<file path="src/design/ffa_pkg.sv">
// shared constants, field widths and result codes for the first-fit allocator
`default_nettype none

package ffa_pkg;

    localparam int DEF_MAX_PROCS  = 32;
    localparam int DEF_ADDR_BITS  = 16;
    localparam int DEF_MAX_MEMORY = 16384;

    localparam int CFG_W  = 17;
    localparam int PROC_W = 5;
    localparam int SIZE_W = 17;
    localparam int IDLE_W = 32;
    localparam int KIND_W = 3;
    localparam int BASE_W = 16;

    typedef enum logic [KIND_W-1:0] {
        KIND_EVICT  = 3'd0,
        KIND_GRANT  = 3'd1,
        KIND_REFUSE = 3'd2,
        KIND_FREED  = 3'd3,
        KIND_ABSENT = 3'd4
    } kind_t;

endpackage

`default_nettype wire

</file>
<file path="src/design/ffa_blk_mem.sv">
// block table storage: one write port, one read port with registered data
`default_nettype none

module ffa_blk_mem
    import ffa_pkg::*;
#(
    parameter int DEPTH = 2 * DEF_MAX_PROCS + 1,
    parameter int WIDTH = 2 * DEF_ADDR_BITS + 1
)
(
    input  wire logic                     clk,
    input  wire logic                     we,
    input  wire logic [$clog2(DEPTH)-1:0] waddr,
    input  wire logic [WIDTH-1:0]         wdata,
    input  wire logic [$clog2(DEPTH)-1:0] raddr,
    output logic      [WIDTH-1:0]         rdata
);

    logic [WIDTH-1:0] mem_reg [DEPTH];
    logic [WIDTH-1:0] rdata_reg;

    always_ff @(posedge clk)
    begin
        if (we)
        begin
            mem_reg[waddr] <= wdata;
        end
        rdata_reg <= mem_reg[raddr];
    end

    assign rdata = rdata_reg;

endmodule

`default_nettype wire

</file>
<file path="config.mk">
export PLATFORM = sky130hd
export DESIGN_NAME = ffa_blk_mem
export DESIGN_NICKNAME = d
export VERILOG_FILES = /design/src/design/ffa_pkg.sv /design/src/design/ffa_blk_mem.sv
export SDC_FILE = /design/constraint.sdc
export NUM_CORES = 2
export LEC_CHECK = 0
export BUFFER_PORTS_ARGS = -buffer_cell sky130_fd_sc_hd__buf_2
export CORE_MARGIN = 3
export CORE_UTILIZATION = 46
export DETAILED_ROUTE_END_ITERATION = 16
export RECOVER_POWER = 100
export SYNTH_ARGS = -nofsm -noshare
export SYNTH_HDL_FRONTEND = slang
export SYNTH_SLANG_ARGS = --single-unit
</file>
<file path="constraint.sdc">
create_clock -name clk -period 4 [get_ports clk]
set_input_delay 0.2 -clock clk [delete_from_list [all_inputs] [get_ports clk]]
set_output_delay 0.2 -clock clk [all_outputs]
set_load 0.01 [all_outputs]
</file>
Yosys cells after proc, flatten, opt, wreduce, memory -nomap -nowiden
Memories as Yosys holds them, arrays and structs flattened. A register that Yosys moved wholly into a read port is not among the register bits.
Cells that the tools add are included.
{ "classes": {"mux": 2} }
{ "op_table": {"columns": ["cell", "count"], "rows": [
  ["two-way mux 1 bit", 2]
]} }
{ "word_totals": {"reg_bits": 0, "ram_bits": 2145, "out_inout_bits": 33, "mem_count": 1} }
{ "memory_table": {"columns": ["memory", "depth", "word_bits", "read_ports", "rd_clocked_by_memory_dff", "write_ports", "line", "rtl"], "rows": [
  ["mem_reg", 65, 33, 1, 1, 1, "ffa_blk_mem.sv:19", "logic [WIDTH-1:0] mem_reg [DEPTH];"]
]} }

Logic depth before layout (Yosys ltp)
{ "logic_depth": {"word_depth": 2, "depth_mapped": 10, "depth_no_buf": 6} }

Least setup slack after synthesis
No wires, ideal clock.
{ "synth_timing": {"kind": "input port to flip-flop", "start": "input port we", "end": "memory mem_reg[20][0] (netlist name), enable pin", "setup_ps": 464, "t_arrival_ps": 3057, "path_slack_ps": 479, "cell_stages": 3, "path_cell_list": "clkbuf_1 -> nand3_1 -> nor3_1"} }
{ "synth_via": {"elab_chain_cells": 2} }
{ "synth_lines": {"columns": ["element", "line", "rtl"], "rows": [
  ["start: declaration", "ffa_blk_mem.sv:12", "input wire logic we,"],
  ["two-way mux 1 bit", "ffa_blk_mem.sv:24", "if (we)"],
  ["two-way mux 1 bit (not written as such)", "ffa_blk_mem.sv:26", "mem_reg[waddr] <= wdata;"],
  ["end: declaration", "ffa_blk_mem.sv:19", null]
]} }
No other way between the ends.

Worst setup path after layout
{ "layout_timing": {"start": "input port waddr[0]", "end": "memory mem_reg[9][32] (netlist name), enable pin"} }
{ "layout_lines": {"columns": ["element", "line", "rtl"], "rows": [
  ["start: declaration", "ffa_blk_mem.sv:13", "input wire logic [$clog2(DEPTH)-1:0] waddr,"]
]} }
Straight into the memory's write port.

==> results.json <==
{
  "syn2layout_area_growth_pct": 13.1,
  "core.rowCount": 155,
  "critPathKind": "input port to flip-flop",
  "path_cells": "clkbuf_1 -> nand2_1 -> nor2_1 -> clkbuf_1",
  "min_period_over_period_pct": 84.5,
  "synth_cell_types": 39,
  "ios": 82,
  "critPathMaxFanout": 20,
  "layout_commonest_cell": "edfxtp_1",
  "track_usage_pct": 22.4,
  "htree_levels": 4,
  "hold_viol": 0,
  "avgRoutedWirePerCell_um": 30.7,
  "hold_path_class": "input port to flip-flop",
  "synth.mux.area_fraction_pct": 14.1,
  "antenna_found_initial": 21,
  "wl_um": 208000,
  "nets": 4287,
  "synth_edf_count": 2145,
  "slew_viol_final": 3700,
  "synthFlopType": "edfxtp_1",
  "synthAdderAreaFrac_pct": 0,
  "max-vdd-ir-drop_v": 0.000361,
  "slowest_delay_ns": 1.83,
  "powerDensity_mw_per_mm2": 499,
  "finalSetupTns_ns": 0,
  "worstSkewPairLatency_ns": 0.86,
  "first_pass_iters": 6,
  "final_cell_mix": "edfxtp_1 (2145), mux2i_1 (396), mux4_2 (330)",
  "setup_viol": 0,
  "yosys_warnings": 0,
  "die_h_um": 432,
  "grt_pass1_wl_um": 299000,
  "first_global_vias": 40595,
  "period_needed_ns": 3.38,
  "drive_gt1_share_pct": 19.6,
  "synth_compound_area_share_pct": 4.36,
  "worstPathArrival_ns": 3.85,
  "start_kind": "input port",
  "drt_iter0_markers": 4295,
  "worst_pin_slew_ns": 3.29,
  "via_count": 40897,
  "fp.dieArea_mm2": 0.186,
  "synth.avg_cell_area_um2": 20.9,
  "synth_fp_nets": 4036,
  "core-area_mm2": 0.179,
  "cts_tree": "built",
  "cp.buffers_inverters": 2,
  "clock-sinks": 2178,
  "synth_top_family_by_area": "multiplexers",
  "drc": 0,
  "post_cts_resize_count": 0,
  "cp-end-kind": "flip-flop",
  "cp_slowest_cell": "nor2_1",
  "synthCells": 3987,
  "maxCapViolCount": 84,
  "ys_seq_area_share_pct": 78.1,
  "gp_congestion": 0.769,
  "rsz0062_at_grt": "no",
  "grt_max_degree": 121,
  "synth_xor_area_share_pct": 0,
  "initial_core_util_pct": 46.5,
  "cp_top_family": "simple AND/OR/NAND/NOR gates",
  "grt.overflow.total": 0,
  "largest_reg_flops": 2145,
  "violations": "capacitance limit, slew limit",
  "cts_buffers": 215,
  "via_per_inst": 6.03,
  "power.leakage_nw": 29.8,
  "fmax_mhz": 296,
  "portBuffers": 81,
  "cts_root_buf": "clkbuf_16",
  "fillers": 13998,
  "synth-async-reset-ratio_pct": 0,
  "hpwl_um": 113000,
  "path_clk_slew_ns": 0.06,
  "fin_skew_ns": 0.0387,
  "yosys.area_share.simple_pct": 1.99,
  "dieWidth_um": 432,
  "clock_path_buffers": 3,
  "regArea_mm2": 0.0651,
  "syn-cell-area_mm2": 0.0834,
  "cp.required_ns": 4.47,
  "crit_path_frequent_cell": "clkbuf_1",
  "yosys_register_bits": 2178,
  "outcome": "finished, violations left",
  "final_util_pct": 52.6,
  "max_slew_margin_pct": -119,
  "multiInputGateArea_mm2": 0.0174,
  "ant_nets": 0
}
-- worst reg2reg max path, cell delays in order (launching register included) --
cell,delay [ns]
edfxtp_1,0.36
mux2_2,0.26
nand2_1,0.07
o221ai_1,0.21
a2111oi_0,0.96
a31oi_1,0.30
or3_1,0.37
-- cells in the mapped netlist (19+ instances only) --
| cell type | count | area, um2 |
|---|---|---|
| o21ai_0 | 66 | 330 |
| a221oi_1 | 33 | 289 |
| clkbuf_1 | 108 | 405 |
| nand2_1 | 41 | 154 |
| buf_6 | 19 | 214 |
| buf_4 | 20 | 150 |
| o22a_1 | 33 | 289 |
| a2111oi_0 | 32 | 280 |
| mux4_2 | 330 | 7430 |
| nor2_1 | 94 | 353 |
| mux2_2 | 33 | 372 |
| edfxtp_1 | 2145 | 64400 |
| a21oi_1 | 33 | 165 |
| nor2b_1 | 106 | 663 |
| a211oi_1 | 198 | 1490 |
| o221ai_1 | 65 | 569 |
| or3_1 | 34 | 213 |
| dfxtp_1 | 33 | 661 |
| mux2i_1 | 396 | 3960 |
| buf_2 | 81 | 405 |
| a31oi_1 | 33 | 206 |
-- power by group --
part | switching [mW] | internal, mW | leakage [nW]
combinational | 1.34 | 0.717 | 6.90
clock | 8.47 | 11.2 | 3.34
sequential | 0.0890 | 25.2 | 19.6
total | 9.89 | 37.2 | 29.8
-- final timing paths --
path	from	to	slack, ns	cells past startpoint
max	waddr[0]	mem_reg[9][32]$_DFFE_PP_	0.62	4
min	waddr[1]	mem_reg[21][29]$_DFFE_PP_	0.19	4
max reg2reg	mem_reg[2][9]$_DFFE_PP_	rdata[9]$_DFF_P_	1.35	6
min reg2reg	mem_reg[64][22]$_DFFE_PP_	rdata[22]$_DFF_P_	0.73	3
-- final cells by class --
type                    count  share of cell area, %
clock buffers             286                   6.23
flip-flops and latches   2178                   69.0
clock inverters           111                   1.07
diodes                      6                 0.0159
repair buffers            275                   2.00
well taps                2355                   3.13
multi-input cells        1568                   18.5
-- per-layer routing --
layer  GRT usage (%)  up-vias  wire (um)  share of wire (%)
met5               0        -         22              0.011
met2            35.5     1481     100000                 48
met1            31.9    21880      88200                 42
met3            4.08      313      14400                6.9
met4            7.23        4       5550                2.7
li1                -    17219          -                  -
-- through the flow --
step | std cells | hold WS, ns | worst slack [ns] | total power [mW] | cell area (um2)
after global routing | 6774 | 0.171 | 0.546 | 48.4 | 94200
final | 6779 | 0.186 | 0.622 | 47.1 | 94200
after detailed placement | 6365 | 0.613 | 0.293 | 27.9 | 87800
after CTS | 6773 | 0.000766 | 1.21 | 47.4 | 94800
after global placement | 6365 | 0.611 | 0.328 | 27.8 | 87800
after floorplan | 3987 | 0.299 | 0.479 | 26.8 | 83400
-- kinds of logic after synthesis --
family,after synthesis
AO/OA/AOI/OAI,495
buffers and inverters,241
flip-flops,2178
multiplexers,759
AND/OR/NAND/NOR,314
-- repair_timing --
item,in CTS,in global routing
hold buffers,11,0
hold endpoints to repair,174,0
buffers inserted,0,0
Note: power is estimated with default switching activity, not from simulation.
